--- src/rtl/core/murmur2_64bit_key_hash_unit_macros.svh ---
// Assertion macros shared by the hash core files.
`ifndef MURMUR2_64BIT_KEY_HASH_UNIT_MACROS_SVH
`define MURMUR2_64BIT_KEY_HASH_UNIT_MACROS_SVH

`ifndef NO_ASSERTIONS

// Same-cycle implication, disabled during reset
`define M2H_ASSERT_IMP(label, clk, rst_n, ante, cons) \
    label: assert property (@(posedge clk) disable iff (!rst_n) (ante) |-> (cons)) \
        else $error("assertion failed");

// Next-cycle implication, disabled during reset
`define M2H_ASSERT_NXT(label, clk, rst_n, ante, cons) \
    label: assert property (@(posedge clk) disable iff (!rst_n) (ante) |=> (cons)) \
        else $error("assertion failed");

`else

`define M2H_ASSERT_IMP(label, clk, rst_n, ante, cons)
`define M2H_ASSERT_NXT(label, clk, rst_n, ante, cons)

`endif

`endif

--- src/rtl/core/m2h_pkg.sv ---
`timescale 1ns / 1ps

package m2h_pkg;

    // Hash multiplier and shift distance
    localparam logic [63:0] MIX_MUL   = 64'hc6a4a7935bd1e995;
    localparam int unsigned MIX_SHIFT = 47;

    // Request to the shared multiplier
    typedef struct packed {
        logic        start;
        logic [63:0] operand;
    } t_mul_req;

    // Response from the shared multiplier
    typedef struct packed {
        logic        done;
        logic [63:0] result;
    } t_mul_rsp;

endpackage

--- src/rtl/core/m2h_const_mul.sv ---
`timescale 1ns / 1ps
`include "murmur2_64bit_key_hash_unit_macros.svh"

// Low 64 bits of operand * MIX_MUL, one 32x32 partial product per cycle.
module m2h_const_mul (
    input  logic              i_clk,
    input  logic              i_rst_n,
    input  m2h_pkg::t_mul_req i_req,
    output m2h_pkg::t_mul_rsp o_rsp
);
    import m2h_pkg::*;

    localparam logic [1:0] STEP_LO      = 2'd0;
    localparam logic [1:0] STEP_CROSS_A = 2'd1;
    localparam logic [1:0] STEP_CROSS_B = 2'd2;

    logic        r_busy;
    logic        r_done;
    logic [1:0]  r_step;
    logic [63:0] r_a;
    logic [63:0] r_acc;

    logic [31:0] w_x;
    logic [31:0] w_y;
    logic [63:0] w_prod;

    // Partial product select
    always_comb begin
        case (r_step)
            STEP_LO: begin
                w_x = r_a[31:0];
                w_y = MIX_MUL[31:0];
            end
            STEP_CROSS_A: begin
                w_x = r_a[31:0];
                w_y = MIX_MUL[63:32];
            end
            default: begin
                w_x = r_a[63:32];
                w_y = MIX_MUL[31:0];
            end
        endcase
    end

    assign w_prod = {32'h0, w_x} * {32'h0, w_y};

    // Control
    always_ff @(posedge i_clk) begin
        if (!i_rst_n) begin
            r_busy <= 1'b0;
            r_done <= 1'b0;
            r_step <= STEP_LO;
        end else begin
            r_done <= 1'b0;
            if (i_req.start) begin
                r_busy <= 1'b1;
                r_step <= STEP_LO;
            end else if (r_busy) begin
                if (r_step == STEP_CROSS_B) begin
                    r_busy <= 1'b0;
                    r_done <= 1'b1;
                end else begin
                    r_step <= r_step + 2'd1;
                end
            end
        end
    end

    // Datapath: cross terms only reach the upper half
    always_ff @(posedge i_clk) begin
        if (i_req.start) begin
            r_a <= i_req.operand;
        end else if (r_busy) begin
            if (r_step == STEP_LO) begin
                r_acc <= w_prod;
            end else begin
                r_acc <= r_acc + {w_prod[31:0], 32'h0};
            end
        end
    end

    assign o_rsp.done   = r_done;
    assign o_rsp.result = r_acc;

    `M2H_ASSERT_IMP(a_no_start_busy, i_clk, i_rst_n, r_busy, !i_req.start)
    `M2H_ASSERT_IMP(a_done_idle, i_clk, i_rst_n, r_done, !r_busy)
    `M2H_ASSERT_NXT(a_last_step_done, i_clk, i_rst_n,
        r_busy && (r_step == STEP_CROSS_B) && !i_req.start, r_done)

endmodule

--- src/rtl/core/murmur2_64bit_key_hash_unit.sv ---
`timescale 1ns / 1ps
`include "murmur2_64bit_key_hash_unit_macros.svh"

// MurmurHash64A over a key streamed as little-endian 64-bit words.
// Input stream: one word per transaction. tuser flags the first word of a key
// (its key_length seeds the hash), tlast flags the final word. Words before
// the last should be full; a word with 1..7 bytes is folded in as a tail.
// Output stream: one 64-bit hash per key, after the last word.
// Configuration: i_cfg_wr_en writes the 64-bit seed; write it while idle.
// Every 64-bit multiply by the hash constant runs on one 32x32 multiplier,
// in three partial products.
// Per word: a full block takes 3 multiplies, a tail word 1, an empty word none;
// a first word adds one (key length), a last word adds the finalizer multiply
// and the output load. tready is high only between words.
// The hash waits in an output register; the next key's words are accepted
// while it waits, and only the next finalized hash stalls on it.
// Reset clears the seed, the running hash and the output valid flag.
module murmur2_64bit_key_hash_unit (
    input  logic          i_clk,
    input  logic          i_rst_n,
    // Configuration
    input  logic          i_cfg_wr_en,
    input  logic [63:0]   i_cfg_wr_data,
    // Input stream
    input  logic          i_s_axis_tvalid,
    output logic          o_s_axis_tready,
    input  logic [103:0]  i_s_axis_tdata,  // data_word[63:0], byte_count[67:64],
                                           // key_length[98:68], zero pad
    input  logic          i_s_axis_tuser,  // first_word
    input  logic          i_s_axis_tlast,  // last_word
    // Output stream
    output logic          o_m_axis_tvalid,
    input  logic          i_m_axis_tready,
    output logic [63:0]   o_m_axis_tdata   // hash_value[63:0]
);
    import m2h_pkg::*;

    typedef enum logic [2:0] {
        ST_IDLE,
        ST_INIT,
        ST_PICK,
        ST_MIX1,
        ST_MIX2,
        ST_FOLD,
        ST_FIN,
        ST_OUT
    } t_state;

    t_state      r_state, n_state;
    logic [63:0] r_seed;
    logic [63:0] r_hash, n_hash;
    logic [63:0] r_k, n_k;
    logic [63:0] r_word;
    logic [3:0]  r_count;
    logic        r_last;
    logic        r_out_valid, n_out_valid;
    logic [63:0] r_out_data, n_out_data;

    t_mul_req    w_req;
    t_mul_rsp    w_rsp;
    logic [63:0] w_tail_mask;
    logic        w_accept;

    m2h_const_mul u_mul (
        .i_clk   (i_clk),
        .i_rst_n (i_rst_n),
        .i_req   (w_req),
        .o_rsp   (w_rsp)
    );

    assign o_s_axis_tready = (r_state == ST_IDLE);
    assign w_accept        = i_s_axis_tvalid && o_s_axis_tready;

    // Tail byte mask
    always_comb begin
        for (int i = 0; i < 8; i++) begin
            w_tail_mask[8*i +: 8] = (r_count > 4'(i)) ? 8'hff : 8'h00;
        end
    end

    // Seed register
    always_ff @(posedge i_clk) begin
        if (!i_rst_n) begin
            r_seed <= 64'h0;
        end else if (i_cfg_wr_en) begin
            r_seed <= i_cfg_wr_data;
        end
    end

    // Sequencer next state
    always_comb begin
        n_state       = r_state;
        n_hash        = r_hash;
        n_k           = r_k;
        n_out_valid   = r_out_valid && !i_m_axis_tready;
        n_out_data    = r_out_data;
        w_req.start   = 1'b0;
        w_req.operand = r_word;
        unique case (r_state)
            ST_IDLE: begin
                if (w_accept) begin
                    if (i_s_axis_tuser) begin
                        w_req.start   = 1'b1;
                        w_req.operand = {33'h0, i_s_axis_tdata[98:68]};
                        n_state       = ST_INIT;
                    end else begin
                        n_state = ST_PICK;
                    end
                end
            end
            ST_INIT: begin
                if (w_rsp.done) begin
                    n_hash  = r_seed ^ w_rsp.result;
                    n_state = ST_PICK;
                end
            end
            ST_PICK: begin
                if (r_count[3]) begin
                    w_req.start   = 1'b1;
                    w_req.operand = r_word;
                    n_state       = ST_MIX1;
                end else if (r_count != 4'd0) begin
                    w_req.start   = 1'b1;
                    w_req.operand = r_hash ^ (r_word & w_tail_mask);
                    n_state       = ST_FOLD;
                end else if (r_last) begin
                    w_req.start   = 1'b1;
                    w_req.operand = r_hash ^ (r_hash >> MIX_SHIFT);
                    n_state       = ST_FIN;
                end else begin
                    n_state = ST_IDLE;
                end
            end
            ST_MIX1: begin
                if (w_rsp.done) begin
                    w_req.start   = 1'b1;
                    w_req.operand = w_rsp.result ^ (w_rsp.result >> MIX_SHIFT);
                    n_state       = ST_MIX2;
                end
            end
            ST_MIX2: begin
                if (w_rsp.done) begin
                    w_req.start   = 1'b1;
                    w_req.operand = r_hash ^ w_rsp.result;
                    n_state       = ST_FOLD;
                end
            end
            ST_FOLD: begin
                if (w_rsp.done) begin
                    n_hash = w_rsp.result;
                    if (r_last) begin
                        w_req.start   = 1'b1;
                        w_req.operand = w_rsp.result ^ (w_rsp.result >> MIX_SHIFT);
                        n_state       = ST_FIN;
                    end else begin
                        n_state = ST_IDLE;
                    end
                end
            end
            ST_FIN: begin
                // finalizer result stays out of the running hash
                if (w_rsp.done) begin
                    n_k     = w_rsp.result;
                    n_state = ST_OUT;
                end
            end
            ST_OUT: begin
                if (!r_out_valid || i_m_axis_tready) begin
                    n_out_valid = 1'b1;
                    n_out_data  = r_k ^ (r_k >> MIX_SHIFT);
                    n_state     = ST_IDLE;
                end
            end
            default: begin
                n_state = ST_IDLE;
            end
        endcase
    end

    // State and registered outputs
    always_ff @(posedge i_clk) begin
        if (!i_rst_n) begin
            r_state     <= ST_IDLE;
            r_hash      <= 64'h0;
            r_out_valid <= 1'b0;
        end else begin
            r_state     <= n_state;
            r_hash      <= n_hash;
            r_out_valid <= n_out_valid;
        end
        r_k        <= n_k;
        r_out_data <= n_out_data;
        if (w_accept) begin
            r_word  <= i_s_axis_tdata[63:0];
            r_count <= i_s_axis_tdata[67:64];
            r_last  <= i_s_axis_tlast;
        end
    end

    assign o_m_axis_tvalid = r_out_valid;
    assign o_m_axis_tdata  = r_out_data;

    `M2H_ASSERT_NXT(a_accept_leaves_idle, i_clk, i_rst_n, w_accept, r_state != ST_IDLE)
    `M2H_ASSERT_IMP(a_done_in_mul_state, i_clk, i_rst_n, w_rsp.done,
        (r_state == ST_INIT) || (r_state == ST_MIX1) || (r_state == ST_MIX2) ||
        (r_state == ST_FOLD) || (r_state == ST_FIN))
    `M2H_ASSERT_NXT(a_out_load, i_clk, i_rst_n,
        (r_state == ST_OUT) && (!r_out_valid || i_m_axis_tready), r_out_valid)

endmodule
--- config.mk ---
export PLATFORM = sky130hd
export DESIGN_NAME = murmur2_64bit_key_hash_unit
export DESIGN_NICKNAME = d
export VERILOG_FILES = /design/src/rtl/core/m2h_pkg.sv /design/src/rtl/core/m2h_const_mul.sv /design/src/rtl/core/murmur2_64bit_key_hash_unit.sv
export VERILOG_INCLUDE_DIRS = /design/src /design/src/rtl/core
export SDC_FILE = /design/constraint.sdc
export NUM_CORES = 2
export LEC_CHECK = 0
export BUFFER_PORTS_ARGS = -buffer_cell sky130_fd_sc_hd__buf_2
export CORE_MARGIN = 4
export CORE_UTILIZATION = 55
export CTS_CLUSTER_SIZE = 12
export DETAILED_ROUTE_END_ITERATION = 6
export PLACE_DENSITY_LB_ADDON = 0.05
export SYNTH_ARGS = -nofsm -noshare
export SYNTH_HDL_FRONTEND = slang
export SYNTH_SLANG_ARGS = --single-unit
--- constraint.sdc ---
create_clock -name i_clk -period 22.2 [get_ports i_clk]
set_input_delay 4.44 -clock i_clk [delete_from_list [all_inputs] [get_ports i_clk]]
set_output_delay 4.44 -clock i_clk [all_outputs]
set_load 0.01 [all_outputs]
[Word-level counts from Yosys, hierarchy flattened]
Cells that the tools add are included.
Widths: inputs -> output; s select.
Operators by class
  magnitude comparators: 8
  multiply operators: 1
  reduce and logical (&&, ||, !) cells: 18
  equal/unequal tests: 16
  add/subtract/negate cells: 2
  muxes and demuxes: 42
  bitwise logic cells: 11
Operators with widths (count)
  $mux 65: 9
  $pmux 65 s5: 1
  $mux 64: 3
  $xor 64x17->64: 3
  $xor 64x64->64: 3
  $pmux 64 s2: 1
  $add 64x64->64: 1
  $and 64x64->64: 1
  $mul 32x32->64: 1
  $mux 32: 2
  $mux 8: 8
  $mux 3: 10
  $pmux 3 s8: 1
  $gt 4x3->1 const B: 4
  $eq 3x3->1 const B: 4
  $ne 2x1->1 const B: 6
  $gt 4x1->1 const B: 2
  $gt 4x2->1 const B: 2
  $reduce_and 2->1: 4
  $reduce_and 7->1: 1
  $eq 3x2->1 const B: 2
  $mux 1: 6
  $not 1->1: 4
  $reduce_bool 4->1: 1
  15 further kinds: 18
Word-level totals
  register bits after elaboration: 461
  output and inout port bits: 66
  bits of input ports: 175

[Logic depth before layout (Yosys ltp)]
  depth in word-level cells: 9
  depth in mapped cells: 41

[Hierarchy]
From an unflattened synthesis, not the netlist that was laid out.
Unflattened totals
  cells, all modules: 4565
  area total of the unflattened synthesis: 46965.0 sq um
By module, submodules not included
  m2h_const_mul: cells an instance 2979, instances 1, area an instance 30680.7 sq um
  murmur2_64bit_key_hash_unit: cells an instance 1586, instances 1, area an instance 16284.4 sq um

[Least setup slack after synthesis]
No wires, ideal clock.
  kind: input to register
  start point: input i_s_axis_tvalid
  end point: register u_mul.r_acc[0], enable pin
  arrival: 10.143 ns
  buffers on the path: 1
  setup time: 0.405 ns
  setup slack: 11.651 ns
  cell stages on the path: 6
  path through: and3_1 clkbuf_1 a221oi_1 nor2_1 nor2b_1 and2_1
RTL lines
  start: declaration: RTL line murmur2_64bit_key_hash_unit.sv:25  | input logic i_s_axis_tvalid,
  end signal: assignment: RTL line m2h_const_mul.sv:75  | r_acc <= w_prod;
  end signal: assignment: RTL line m2h_const_mul.sv:77  | r_acc <= r_acc + {w_prod[31:0], 32'h0};
  end: declaration: RTL line m2h_const_mul.sv:21  | logic [63:0] r_acc;

[Final worst setup path]
  start point: register u_mul.r_step[1]
  end point: register u_mul.r_acc[62] (data pin)
On the way
  cells in the longest elaborated chain, start to end: 6
  elaborated cells between the ends (all ways): 8
  those cells by class: add/sub: 1; mul: 1; eq/ne: 1; mux: 3; reduce/logical: 2
Ends and longest elaborated chain
  start: declaration: RTL line m2h_const_mul.sv:19  | logic [1:0] r_step;
  start signal: assignment: RTL line m2h_const_mul.sv:63  | r_step <= r_step + 2'd1;
  $eq 2x1->1 or $logic_not 2->1 (tied branches): RTL line m2h_const_mul.sv:29, m2h_const_mul.sv:74
  $reduce_or 2->1 (no source line)
  $mux 32: RTL line m2h_const_mul.sv:29  | case (r_step)
  $mul 32x32->64: RTL line m2h_const_mul.sv:45  | assign w_prod = {32'h0, w_x} * {32'h0, w_y};
  $add 64x64->64: RTL line m2h_const_mul.sv:77
  $mux 64 *: RTL line m2h_const_mul.sv:74  | if (r_step == STEP_LO) begin
Mark *: on every way between the ends. The rest lies on a longest branch, timed or not.
A chain may end at the register's enable or synchronous reset.

==> out/metrics.csv <==
stage,metric,value,unit
floorplanning,io_pins,241,
synthesis,syn_area_per_cell,10.3,um^2
synthesis,synth_enable_flop_cells,325,
synthesis,ys_ff_latch,461,
clocking,path_clk_slew,0.06,ns
detailed_routing,initialDrtViolationCount,3674,
critical_path,slowest_delay,0.77,ns
clocking,tritoncts,done,
clocking,htreeDepth,2,
synthesis,yosysTopAreaCell,fa_1,
detailed_routing,ant_nets,0,
sta,rsz0062_at_grt,false,
global_route,grt_pass1_wl,228,mm
synthesis,ys_seq_area_share,26.8,%
clocking,clock_sinks,461,
synthesis,synth.distinct_cells,82,
clocking,clk_path_buf_depth,3,
critical_path,path_max_fanout,38,
sta,worst_hold_slack,0.416,ns
synthesis,ys_warn_count,0,
critical_path,crit_arrival,11.80,ns
cells_and_area,fillers,7345,
sta,post-route-period-util,51.2,%
sta,fmax,87.9,MHz
global_route,grtUsageTotal,34.6,%
critical_path,endpoint_kind,register,
status,status,"finished, final reports clean",
synthesis,yosys-top-cells-area,"fa_1, edfxtp_1, ha_1",
critical_path,path_class,reg2reg,
global_route,grt-ovfl-total,0,
place,portBuffers,235,
synthesis,ys_async_sr_fraction,0,%
floorplanning,die_y,299,um
detailed_routing,dr_wl_met3,12.8,mm
critical_path,path_buf_inv,5,
critical_path,cp_top_family,adder cells,
synthesis,synth.cell_area,0.0466,mm^2
clocking,cts_made_buffers,47,
floorplanning,core-area,0.0838,mm^2
detailed_routing,vias_per_cell,5.94,
sta,setup_viol,0,
synthesis,synthCells,4500,
synthesis,synth_top_area_share,26.1,%
min_path,hp-class,reg2reg,
sta,hold_viol,0,
floorplanning,initial_core_util,55.6,%
place,dp_hpwl,127,mm
global_route,antenna_found_initial,5,
detailed_routing,wl_per_cell,26.6,um
cells_and_area,drive_gt1_share,9.18,%
cells_and_area,fin_nets,5870,
detailed_routing,num_vias,34500,
sta,worst_slew_pin_slew,1.22,ns
detailed_routing,topRoutingLayerUsed,met5,
detailed_routing,post-route-drc-count,0,
clocking,clockRootBuffer,clkbuf_16,
clocking,post_cts_buffers,0,
floorplanning,die_w,299,um
critical_path,cpMaxStageDelayCell,mux2i_1,
sta,tns,0,ns
place,gp_congestion,0.992,
detailed_routing,routed_wl,155,mm
sta,finClkSkew,0.0347,ns
detailed_routing,wl_met2,69.6,mm
critical_path,required,22.63,ns
clocking,clk_latency,0.61,ns
global_route,first_global_vias,34400,
sta,fin_crit,11.38,ns
detailed_routing,wl_met1,65.8,mm
cells_and_area,seq_area,0.0125,mm^2
floorplanning,die-area,0.0894,mm^2
detailed_routing,firstDrtPassIters,6,
run,drv_cap,0,
clocking,ctsHoldBuffers,0,
synthesis,synthFlopType,edfxtp_1,
floorplanning,rows,106,
cells_and_area,multi_input_area,0.0305,mm^2
cells_and_area,final_core_util,60.1,%
clocking,cts_resized,0,
critical_path,startpoint_type,register,
global_route,grt_max_degree,75,
cells_and_area,areaGrowthSynthToFinish,8.11,%
sta,timing.final.max_slew_violations,0,
sta,maxSlewHeadroom,18.7,%
layout make-up:
type | instances | area share (%)
multi-input cells | 3075 | 60.6
flip-flops and latches | 461 | 24.8
inverters | 775 | 5.78
repair buffers | 286 | 3.11
well taps | 1134 | 2.82
clock buffers | 77 | 2.73
clock inverters | 9 | 0.122
diodes | 2 | 0.00994
layout by cell type, fill, tap and decap left out, types with 26 or more instances in the layout:
cell,n
edfxtp_1,325
dfxtp_1,136
mux2i_1,104
xor2_1,130
nor3_1,30
ha_1,440
o21ai_0,248
or2_2,43
a21oi_1,173
and2_1,58
nand3_1,39
buf_4,53
nor2_1,148
buf_2,233
nand2_1,331
a21o_1,51
xnor2_1,95
clkbuf_16,50
o211a_1,67
a22oi_1,49
fa_1,607
a211oi_1,26
nor2b_1,80
inv_1,773
state kept, by name, indices dropped and copies added, names as in the netlist, 3 cells and up:
name	flops
r_seed	64
r_hash	64
r_k	64
r_state	3
u_mul.r_acc	64
r_count	4
u_mul.r_a	64
o_m_axis_tdata	64
r_word	64
per-layer routing:
metal	vias to the layer above	track usage, %
met4	6	11.3
met5	-	0
met2	1608	53.7
met1	17300	50.0
li1	15300	-
met3	289	5.56
worst reg2reg max path, delay by kind of cell, from the launching register on:
| kind | cells | cell delay (ns) |
|---|---|---|
| multiplexers | 2 | 1.15 |
| AO/OA/AOI/OAI | 10 | 2.90 |
| adder cells (fa/ha/maj) | 11 | 4.56 |
| XOR/XNOR | 1 | 0.18 |
| flip-flops | 1 | 0.33 |
| buffers and inverters | 5 | 1.19 |
| AND/OR/NAND/NOR | 5 | 0.91 |
final timing paths:
path	start	to	slack [ns]	cells after the start
worst max-delay path	u_mul.r_step[1]$_SDFFE_PP0P_	u_mul.r_acc[62]$_DFFE_PP_	10.82	34
worst min-delay path	r_k[41]$_DFFE_PP_	o_m_axis_tdata[41]$_DFFE_PP_	0.42	0
worst max register to register	u_mul.r_step[1]$_SDFFE_PP0P_	u_mul.r_acc[62]$_DFFE_PP_	10.82	34
worst min register to register	r_k[41]$_DFFE_PP_	o_m_axis_tdata[41]$_DFFE_PP_	0.42	0
kinds of logic after synthesis:
logic type,synth area share [%]
AOI/OAI and AO/OA,12.2
adders and majority gates,38.0
and+or+nand+nor,8.54
xor gates and xnor gates,4.28
muxes,2.36
other,0.0161
DFF,26.8
buffers and inverters,7.83
through the flow:
step,worst slack [ns],area (um^2),std cells
4_1_cts,11.00,50300,5817
5_1_grt,10.42,50300,5817
3_3_place_gp,11.20,48900,5731
6_report,10.82,50300,5819
2_1_floorplan,11.65,46600,4503
3_5_place_dp,11.07,48900,5731
synth_stat cells, drive strengths merged, types with 4 or more instances:
cell and n:
a2111oi 6, a211oi 28, a21boi 10, a21o 51, a21oi 175, a221o 19, a221oi 22, a222oi 8
a22o 8, a22oi 49, a31o 4, a31oi 17, a32oi 20, and2 60, and3 24, buf 15
clkbuf 177, dfxtp 136, edfxtp 325, fa 607, ha 442, inv 774, mux2 5, mux2i 104
nand2 334, nand2b 23, nand3 39, nand4 18, nor2 154, nor2b 82, nor3 31, o211a 67
o211ai 18, o21a 16, o21ai 258, o21bai 11, o221ai 21, o22ai 12, o31a 4, or2 46
or3 14, xnor2 95, xor2 130
Power is left out: the tool's default activity adds up to more than one toggle a clock period on the data nets, which glitch-free logic cannot reach.
